**src/design/mcdt_pkg.sv**
```systemverilog
// Package of the multi-channel deadline timer: sizes, op codes, FSM states
// and the armed-mask helper. No dependencies.
`default_nettype none

package mcdt_pkg;

  localparam int NUM_SLOTS = 8;
  localparam int SLOT_W    = (NUM_SLOTS > 1) ? $clog2(NUM_SLOTS) : 1;
  localparam int MASK_W    = (NUM_SLOTS < 8) ? NUM_SLOTS : 8;
  localparam int TIME_W    = 32;
  localparam int VALUE_W   = 31;
  localparam int ID_W      = 3;
  localparam int OP_W      = 2;
  localparam int AMASK_W   = 8;

  typedef enum logic [OP_W-1:0] {
    OP_SET_PERIOD = 2'd0,
    OP_ARM        = 2'd1,
    OP_DISARM     = 2'd2,
    OP_TICK       = 2'd3
  } op_t;

  typedef enum logic [2:0] {
    ST_IDLE,
    ST_EXEC,
    ST_TICK,
    ST_PEND,
    ST_SEL,
    ST_TIE,
    ST_EXP
  } state_t;

  // Armed bits of slots 0..7 only; higher slots never show in the mask.
  function automatic logic [AMASK_W-1:0] mask8(input logic [NUM_SLOTS-1:0] a);
    logic [AMASK_W-1:0] m;
    m = '0;
    m[MASK_W-1:0] = a[MASK_W-1:0];
    return m;
  endfunction

endpackage

`default_nettype wire

```
**src/design/multi_channel_deadline_timer_core.sv**
```systemverilog
// Top level of the multi-channel deadline timer core.
// Depends on mcdt_pkg (sizes, op codes, states, mask helper).
`default_nettype none

// Multi-channel deadline timer. NUM_SLOTS timer slots (period, deadline,
// armed flag, arming sequence number) share a 32-bit free-running time
// counter. Op 0 sets a period (0 = one-shot), op 1 arms a slot at
// now + value (re-arming drops the old deadline), op 2 disarms, op 3 is a
// tick: time advances by one and every armed slot whose deadline is reached
// is reported, one beat per slot, earliest deadline first, ties broken by
// arming order; all compares are wrap-aware (a before b when bit 31 of a-b
// is set). Periodic slots re-arm at now + period, one-shot slots disarm.
// A tick with nothing expired still gives one beat with expired_valid low;
// ops 0 to 2 give exactly one beat. Every beat carries the armed mask after
// the whole op, and out_last marks the final beat of an input.
// Sequence: ops 0 to 2 are taken while idle and applied in the exec step. A
// tick is taken, advances time in the tick step, marks the expired slots in
// one pass over all NUM_SLOTS slots, then per expired slot runs one full scan
// of the NUM_SLOTS slots (plus a tie step per deadline tie) and one update
// step. With nothing expired the tick still runs one empty scan. A stalled
// out_ready stretches each update step until the output register frees.
// This sequencing is set by the single shared 32-bit add/subtract unit, which
// looks at one slot per cycle. in_ready is high only while idle; the output
// register lets the last beat of an item wait while the next item is taken.
// Slot storage is flip-flops; there is no clearing pass after reset.
module multi_channel_deadline_timer_core (
  input  wire logic                         clk,
  input  wire logic                         rst_n,
  input  wire logic                         in_valid,
  output logic                              in_ready,
  input  wire logic [mcdt_pkg::OP_W-1:0]    in_op,
  input  wire logic [mcdt_pkg::ID_W-1:0]    in_timer_id,
  input  wire logic [mcdt_pkg::VALUE_W-1:0] in_value,
  output logic                              out_valid,
  input  wire logic                         out_ready,
  output logic                              out_expired_valid,
  output logic [mcdt_pkg::ID_W-1:0]         out_expired_id,
  output logic                              out_is_armed,
  output logic [mcdt_pkg::AMASK_W-1:0]      out_armed_mask,
  output logic                              out_last
);
  import mcdt_pkg::*;

  // control state
  state_t               state_r, state_nxt;
  logic [TIME_W-1:0]    now_r, now_nxt;
  logic [TIME_W-1:0]    seq_r, seq_nxt;
  logic [NUM_SLOTS-1:0] armed_r, armed_nxt;
  logic [VALUE_W-1:0]   period_r [NUM_SLOTS];
  logic [VALUE_W-1:0]   period_nxt [NUM_SLOTS];
  logic [NUM_SLOTS-1:0] pend_r, pend_nxt;
  logic                 found_r, found_nxt;
  logic                 emitted_r, emitted_nxt;
  logic                 out_valid_r, out_valid_nxt;

  // payload state (slot stores are undefined until armed)
  logic [TIME_W-1:0]    dl_r [NUM_SLOTS];
  logic [TIME_W-1:0]    dl_nxt [NUM_SLOTS];
  logic [TIME_W-1:0]    ord_r [NUM_SLOTS];
  logic [TIME_W-1:0]    ord_nxt [NUM_SLOTS];
  op_t                  op_r, op_nxt;
  logic [SLOT_W-1:0]    id_r, id_nxt;
  logic                 id_ok_r, id_ok_nxt;
  logic [VALUE_W-1:0]   value_r, value_nxt;
  logic [SLOT_W-1:0]    idx_r, idx_nxt;
  logic [SLOT_W-1:0]    best_r, best_nxt;
  logic [TIME_W-1:0]    best_dl_r, best_dl_nxt;
  logic [TIME_W-1:0]    best_ord_r, best_ord_nxt;
  logic [AMASK_W-1:0]   fin_mask_r, fin_mask_nxt;
  logic                 oexp_r, oexp_nxt;
  logic [ID_W-1:0]      oid_r, oid_nxt;
  logic                 oarm_r, oarm_nxt;
  logic [AMASK_W-1:0]   omask_r, omask_nxt;
  logic                 olast_r, olast_nxt;

  // shared add/subtract unit
  logic [TIME_W-1:0]    alu_a, alu_b, alu_res;
  logic                 alu_sub;
  logic                 alu_neg;

  logic                 in_fire;
  logic                 out_free;
  logic                 idx_last;
  logic                 dl_eq;
  logic                 sel_take;
  logic                 sel_tie;
  logic                 found_after;
  logic [NUM_SLOTS-1:0] zper;

  assign in_ready  = (state_r == ST_IDLE);
  assign in_fire   = in_valid && in_ready;
  assign out_free  = !out_valid_r || out_ready;
  assign idx_last  = (idx_r == SLOT_W'(NUM_SLOTS - 1));

  always_comb begin
    for (int i = 0; i < NUM_SLOTS; i++) begin
      zper[i] = (period_r[i] == '0);
    end
  end

  // operand select per sequencer step
  always_comb begin
    alu_a   = now_r;
    alu_b   = '0;
    alu_sub = 1'b0;
    unique case (state_r)
      ST_EXEC: begin
        alu_b = {1'b0, value_r};
      end
      ST_TICK: begin
        alu_b = TIME_W'(1);
      end
      ST_PEND: begin
        alu_b   = dl_r[idx_r];
        alu_sub = 1'b1;
      end
      ST_SEL: begin
        alu_a   = dl_r[idx_r];
        alu_b   = best_dl_r;
        alu_sub = 1'b1;
      end
      ST_TIE: begin
        alu_a   = ord_r[idx_r];
        alu_b   = best_ord_r;
        alu_sub = 1'b1;
      end
      ST_EXP: begin
        alu_b = {1'b0, period_r[best_r]};
      end
      default: begin
        alu_b = '0;
      end
    endcase
  end

  assign alu_res = alu_a + (alu_sub ? ~alu_b : alu_b) + TIME_W'(alu_sub);
  assign alu_neg = alu_res[TIME_W-1];

  // scan step: candidate beats best when none is found yet or its deadline is strictly before
  assign dl_eq       = (dl_r[idx_r] == best_dl_r);
  assign sel_take    = pend_r[idx_r] && (!found_r || alu_neg);
  assign sel_tie     = pend_r[idx_r] && found_r && dl_eq;
  assign found_after = found_r || pend_r[idx_r];

  // next state
  always_comb begin
    state_nxt = state_r;
    unique case (state_r)
      ST_IDLE: begin
        if (in_fire) begin
          state_nxt = (op_t'(in_op) == OP_TICK) ? ST_TICK : ST_EXEC;
        end
      end
      ST_EXEC: begin
        if (out_free) begin
          state_nxt = ST_IDLE;
        end
      end
      ST_TICK: begin
        state_nxt = ST_PEND;
      end
      ST_PEND: begin
        if (idx_last) begin
          state_nxt = ST_SEL;
        end
      end
      ST_SEL: begin
        priority if (sel_tie) begin
          state_nxt = ST_TIE;
        end else if (idx_last && found_after) begin
          state_nxt = ST_EXP;
        end else if (idx_last && (emitted_r || out_free)) begin
          state_nxt = ST_IDLE;
        end
      end
      ST_TIE: begin
        state_nxt = idx_last ? ST_EXP : ST_SEL;
      end
      ST_EXP: begin
        if (out_free) begin
          state_nxt = (pend_nxt == '0) ? ST_IDLE : ST_SEL;
        end
      end
      default: begin
        state_nxt = ST_IDLE;
      end
    endcase
  end

  // datapath and output register
  always_comb begin
    now_nxt      = now_r;
    seq_nxt      = seq_r;
    armed_nxt    = armed_r;
    period_nxt   = period_r;
    pend_nxt     = pend_r;
    found_nxt    = found_r;
    emitted_nxt  = emitted_r;
    dl_nxt       = dl_r;
    ord_nxt      = ord_r;
    op_nxt       = op_r;
    id_nxt       = id_r;
    id_ok_nxt    = id_ok_r;
    value_nxt    = value_r;
    idx_nxt      = idx_r;
    best_nxt     = best_r;
    best_dl_nxt  = best_dl_r;
    best_ord_nxt = best_ord_r;
    fin_mask_nxt = fin_mask_r;
    out_valid_nxt = out_valid_r && !out_ready;
    oexp_nxt     = oexp_r;
    oid_nxt      = oid_r;
    oarm_nxt     = oarm_r;
    omask_nxt    = omask_r;
    olast_nxt    = olast_r;

    unique case (state_r)
      ST_IDLE: begin
        if (in_fire) begin
          op_nxt    = op_t'(in_op);
          id_nxt    = SLOT_W'(in_timer_id);
          id_ok_nxt = (32'(in_timer_id) < NUM_SLOTS);
          value_nxt = in_value;
          idx_nxt   = '0;
        end
      end
      ST_EXEC: begin
        if (out_free) begin
          if (id_ok_r) begin
            unique case (op_r)
              OP_SET_PERIOD: period_nxt[id_r] = value_r;
              OP_ARM: begin
                dl_nxt[id_r]    = alu_res;
                ord_nxt[id_r]   = seq_r;
                seq_nxt         = seq_r + 1'b1;
                armed_nxt[id_r] = 1'b1;
              end
              OP_DISARM: armed_nxt[id_r] = 1'b0;
              default: begin
                armed_nxt = armed_r;
              end
            endcase
          end
          out_valid_nxt = 1'b1;
          oexp_nxt      = 1'b0;
          oid_nxt       = '0;
          oarm_nxt      = id_ok_r && armed_nxt[id_r];
          omask_nxt     = mask8(armed_nxt);
          olast_nxt     = 1'b1;
        end
      end
      ST_TICK: begin
        now_nxt     = alu_res;
        idx_nxt     = '0;
        found_nxt   = 1'b0;
        emitted_nxt = 1'b0;
      end
      ST_PEND: begin
        // reached when now is not before the deadline
        pend_nxt[idx_r] = armed_r[idx_r] && !alu_neg;
        fin_mask_nxt    = mask8(armed_r & ~(pend_nxt & zper));
        idx_nxt         = idx_last ? '0 : idx_r + 1'b1;
      end
      ST_SEL: begin
        if (sel_take) begin
          best_nxt     = idx_r;
          best_dl_nxt  = dl_r[idx_r];
          best_ord_nxt = ord_r[idx_r];
          found_nxt    = 1'b1;
        end
        if (!sel_tie) begin
          if (!idx_last) begin
            idx_nxt = idx_r + 1'b1;
          end else if (found_after) begin
            idx_nxt = '0;
          end else if (!emitted_r && out_free) begin
            // tick with nothing expired
            out_valid_nxt = 1'b1;
            oexp_nxt      = 1'b0;
            oid_nxt       = '0;
            oarm_nxt      = 1'b0;
            omask_nxt     = fin_mask_r;
            olast_nxt     = 1'b1;
            idx_nxt       = '0;
          end
        end
      end
      ST_TIE: begin
        if (alu_neg) begin
          best_nxt     = idx_r;
          best_dl_nxt  = dl_r[idx_r];
          best_ord_nxt = ord_r[idx_r];
        end
        idx_nxt = idx_last ? '0 : idx_r + 1'b1;
      end
      ST_EXP: begin
        if (out_free) begin
          pend_nxt[best_r] = 1'b0;
          if (!zper[best_r]) begin
            dl_nxt[best_r]  = alu_res;
            ord_nxt[best_r] = seq_r;
            seq_nxt         = seq_r + 1'b1;
          end else begin
            armed_nxt[best_r] = 1'b0;
          end
          out_valid_nxt = 1'b1;
          oexp_nxt      = 1'b1;
          oid_nxt       = ID_W'(best_r);
          oarm_nxt      = !zper[best_r];
          omask_nxt     = fin_mask_r;
          olast_nxt     = (pend_nxt == '0);
          emitted_nxt   = 1'b1;
          found_nxt     = 1'b0;
          idx_nxt       = '0;
        end
      end
      default: begin
        idx_nxt = '0;
      end
    endcase
  end

  always_ff @(posedge clk) begin
    if (!rst_n) begin
      state_r     <= ST_IDLE;
      now_r       <= '0;
      seq_r       <= '0;
      armed_r     <= '0;
      pend_r      <= '0;
      found_r     <= 1'b0;
      emitted_r   <= 1'b0;
      out_valid_r <= 1'b0;
      for (int i = 0; i < NUM_SLOTS; i++) begin
        period_r[i] <= '0;
      end
    end else begin
      state_r     <= state_nxt;
      now_r       <= now_nxt;
      seq_r       <= seq_nxt;
      armed_r     <= armed_nxt;
      pend_r      <= pend_nxt;
      found_r     <= found_nxt;
      emitted_r   <= emitted_nxt;
      out_valid_r <= out_valid_nxt;
      period_r    <= period_nxt;
    end
  end

  always_ff @(posedge clk) begin
    dl_r       <= dl_nxt;
    ord_r      <= ord_nxt;
    op_r       <= op_nxt;
    id_r       <= id_nxt;
    id_ok_r    <= id_ok_nxt;
    value_r    <= value_nxt;
    idx_r      <= idx_nxt;
    best_r     <= best_nxt;
    best_dl_r  <= best_dl_nxt;
    best_ord_r <= best_ord_nxt;
    fin_mask_r <= fin_mask_nxt;
    oexp_r     <= oexp_nxt;
    oid_r      <= oid_nxt;
    oarm_r     <= oarm_nxt;
    omask_r    <= omask_nxt;
    olast_r    <= olast_nxt;
  end

  assign out_valid         = out_valid_r;
  assign out_expired_valid = oexp_r;
  assign out_expired_id    = oid_r;
  assign out_is_armed      = oarm_r;
  assign out_armed_mask    = omask_r;
  assign out_last          = olast_r;

endmodule

`default_nettype wire

```
**config.mk**
```make
export PLATFORM = sky130hd
export DESIGN_NAME = multi_channel_deadline_timer_core
export DESIGN_NICKNAME = d
export VERILOG_FILES = /design/src/design/mcdt_pkg.sv /design/src/design/multi_channel_deadline_timer_core.sv
export SDC_FILE = /design/constraint.sdc
export NUM_CORES = 2
export LEC_CHECK = 0
export ABC_AREA = 1
export BUFFER_PORTS_ARGS = -buffer_cell sky130_fd_sc_hd__buf_2
export CORE_ASPECT_RATIO = 1.1
export CORE_UTILIZATION = 59
export DETAILED_ROUTE_END_ITERATION = 8
export MAX_ROUTING_LAYER = met4
export PLACE_DENSITY = 0.8
export SLEW_MARGIN = 20
export SYNTH_ARGS = -nofsm -noshare
export SYNTH_HDL_FRONTEND = slang
export SYNTH_SLANG_ARGS = --single-unit
export TNS_END_PERCENT = 20
```
**constraint.sdc**
```tcl
create_clock -name clk -period 16.5 [get_ports clk]
set_clock_uncertainty 0.1 [all_clocks]
set_input_delay 0 -clock clk [delete_from_list [all_inputs] [get_ports clk]]
set_output_delay 0 -clock clk [all_outputs]
set_load 0.05 [all_outputs]
```
==> results.cfg <==
[hold_path]
hold_path.class = primary input to register
worstHoldPathCells = 7

[routing]
drt_iter0_markers = 5142
avgViaCountPerCell = 6.430
drc = 8
dr_wl_met3_um = 16450
met1Wirelength_um = 50400
met2_routed_length_um = 63480
ant_nets = 0
detail_route.wirelength_um = 138600
post_drt_wl_per_cell_um = 24.83
dr.pass1.iters = 8
highest-signal-layer = met4
number_of_vias_after_detailed_routing = 35900

[grt]
antenna_found_initial = 0
global_route_wire_length_before_repair_um = 205500
grt.total_usage = 0.3766
maximum_number_of_pins_on_one_net_before_global_route_repair = 141
globalRouteOverflowTotal = 0
number_of_global_route_vias_before_repair = 34320

[timing]
final-setup-viol-count = 0
tightest_pin_transition_ns = 1.152
timing.final.crit_share = 0.4272
maxSlewViolCount = 0
finalHoldViolations = 0
layout_min_cycle_time_ns = 7.049
maxSlewHeadroom = 0.2293
fmax_mhz = 141.9
tns_ns = 0
rsz0062_at_grt = false

[clocking]
cts_buffers = 96
cts_post_setup_buffers_inserted = 0
clockRootBuffer = clkbuf_16
cts_sinks = 974
clk_pin_slew_worst_paths_ns = 0.06
cts_tree = yes
ctsResizeCount = 0
clock_insertion_delay_worst_skew_ns = 0.67
cts.path.max_buffers = 3
ctsHtreeMaxLevel = 3

[logic_synthesis]
synth_area_per_cell_um2 = 9.572
yosysMostFrequentCell = nor2_1
postSynthNetCount = 4621
synth_warnings = 0
synth_area_leaders = edfxtp_1 (44%), dfxtp_1 (15%), nor2_1 (7.7%)
netlist-cell-type-count = 70
post-synth-top-area-cell = edfxtp_1
synth_enable_flop_cells = 640
synth.top_cell.area_share = 0.4418
asyncSetResetFlopFracSynth = 0
yosysSeqAreaShare = 0.5956
synth.ff_latch_count = 974
synth.cells.most_frequent = nor2_1 (888), edfxtp_1 (640), nand2_1 (516)
synthesis.area_um2 = 43500
synth_cells = 4544
synth_flop_cell = edfxtp_1

[run_status]
outcome = finished, violations left
failing_checks = DRC

[die]
i_o_pin_cnt = 56
die-width_um = 260.9
die_height_um = 286.8
coreArea_um2 = 73000
floorplan_row_count = 104
fp.dieArea_um2 = 74810
floorplan.initialDensity = 0.5958

[worst_setup_path]
worst_r2r_endpoint = dl_r[94]
worstSetupStartpointType = register
critPathKind = register to register
worstPathMaxFanout = 41
rr_startpoint = idx_r[0]
reg2regPathDepth = 26
setup.worst_path.end_class = register
timing.reg2reg.setup_slack_ns = 9.45
worstPathRequired_ns = 16.76
critical_path.endpoint = dl_r[94]
critical_path.startpoint = idx_r[0]
arrival_ns = 7.31

[pwr]
finalPower_mw = 5.894
power_per_cell_area_nw_per_um2 = 121.8
power_leakage_nw = 17.13
ir_worst_vdd_mv = 0.07955

[placement]
place.detailed.hpwl_um = 86910
numPortBuffers = 55
gp_congestion = 1.024

[finish]
final_net_count = 4625
diodes = 0
drive_gt1_frac = 0.07840
area_growth_pct = 11.26

[job]
cap_violations = 0
-- layer usage --
| metal | global-route usage | vias to the layer above |
|---|---|---|
| met5 | - | - |
| met4 | 0.2183 | 0 |
| met1 | 0.4681 | 16960 |
| li1 | - | 15910 |
| met3 | 0.06817 | 513 |
| met2 | 0.5783 | 2520 |
-- stage by stage --
| stage | worst slack (ns) | cell area [um^2] | instances | hold slack (ns) | util |
|---|---|---|---|---|---|
| 2_1_floorplan | 7.301 | 43500 | 4544 | -0.001131 | - |
| 3_3_place_gp | 9.826 | 44470 | 5329 | 0.07780 | 0.6092 |
| 3_5_place_dp | 9.575 | 44470 | 5329 | 0.07810 | 0.6092 |
| 4_1_cts | 9.563 | 48380 | 5584 | 0.2275 | 0.6628 |
| 5_1_grt | 9.010 | 48390 | 5584 | 0.3521 | 0.6629 |
| 6_report | 9.451 | 48390 | 5584 | 0.3141 | 0.6629 |
-- logic make-up after synthesis --
logic type | count (synthesis) | synth area share
AOI/OAI and AO/OA | 1080 | 0.1530
xor gates and xnor gates | 74 | 0.01525
adders and majority gates | 37 | 0.01082
buffers and inverters | 664 | 0.05880
DFF | 974 | 0.5956
muxes | 1 | 0.0002301
and+or+nand+nor | 1714 | 0.1664
-- layout by cell type (no fill, tap or decap), drive strengths merged, types with 11 or more instances in the layout --
cell type      n
edfxtp       640
xnor2         16
a22oi         84
clkbuf       133
o2111ai       24
nor4          63
a21oi        242
dlygate4sd3   75
inv          360
a221oi        88
ha            36
nor2         904
nand4         87
buf          115
o211ai        16
xor2          58
nand3         78
o31ai         11
a22o          69
nor3          41
nand2        526
o21ai        408
clkinv        60
dfxtp        334
o22ai         98
-- sequential cells by signal, summed over array words and instances (netlist names), 8 cells and up --
name / count
dl_r: 256
ord_r: 256
period_r: 248
best_dl_r: 32
best_ord_r: 32
now_r: 32
seq_r: 32
value_r: 31
armed_r: 8
fin_mask_r: 8
out_armed_mask: 8
pend_r: 8
-- critical path, cell delays in order (launching register included) --
cell      delay [ns]
edfxtp_1        0.62
inv_2           0.31
nand2_1         0.27
inv_2           0.47
buf_4           0.62
a221oi_1        0.19
nand2_1         0.20
inv_1           0.10
o22ai_1         0.18
a221oi_1        0.08
nand2_1         0.12
xor2_1          0.11
fa_1            0.48
nand3_1         0.10
nand2_1         0.09
nand2_1         0.08
o311ai_1        0.16
a21boi_1        0.27
o21ai_1         0.17
a21oi_1         0.33
o21ai_2         0.10
a21boi_1        0.31
o21bai_2        0.12
a21boi_1        0.31
o21ai_1         0.12
xor2_1          0.60
nor2_1          0.10
-- repair_timing --
| action | 4_1_cts | 5_1_grt |
|---|---|---|
| endpoints found under the hold margin | 149 | 0 |
| setup endpoints to repair | 0 | 0 |
| hold buffers | 75 | 0 |
-- worst min path at each step --
stage                   start          end  slack [ns]
6_report             in_op[1]   state_r[0]        0.31
2_1_floorplan  in_timer_id[0]      id_r[0]      -0.001
3_5_place_dp   in_timer_id[2]      id_r[2]        0.08
4_1_cts              in_op[1]   state_r[0]        0.23
3_3_place_gp     in_value[26]  value_r[26]        0.08
5_1_grt              in_op[1]   state_r[0]        0.35
-- cell type report --
| type | count | area, um^2 |
|---|---|---|
| Timing Repair Buffer | 190 | 1486 |
| Clock inverter | 47 | 419.2 |
| Tap cell | 954 | 1194 |
| Clock buffer | 133 | 2740 |
| Sequential cell | 974 | 25900 |
| Fill cell | 5475 | 24610 |
| Multi-Input combinational cell | 2906 | 15220 |
| Inverter | 380 | 1428 |
-- power breakdown --
part	switching, mW	internal, mW	leakage [nW]
sequential	0.0627	2.66	8.62
combinational	0.730	0.236	6.95
clock	0.945	1.26	1.56
No activity file was read; power rests on OpenSTA's default activity.
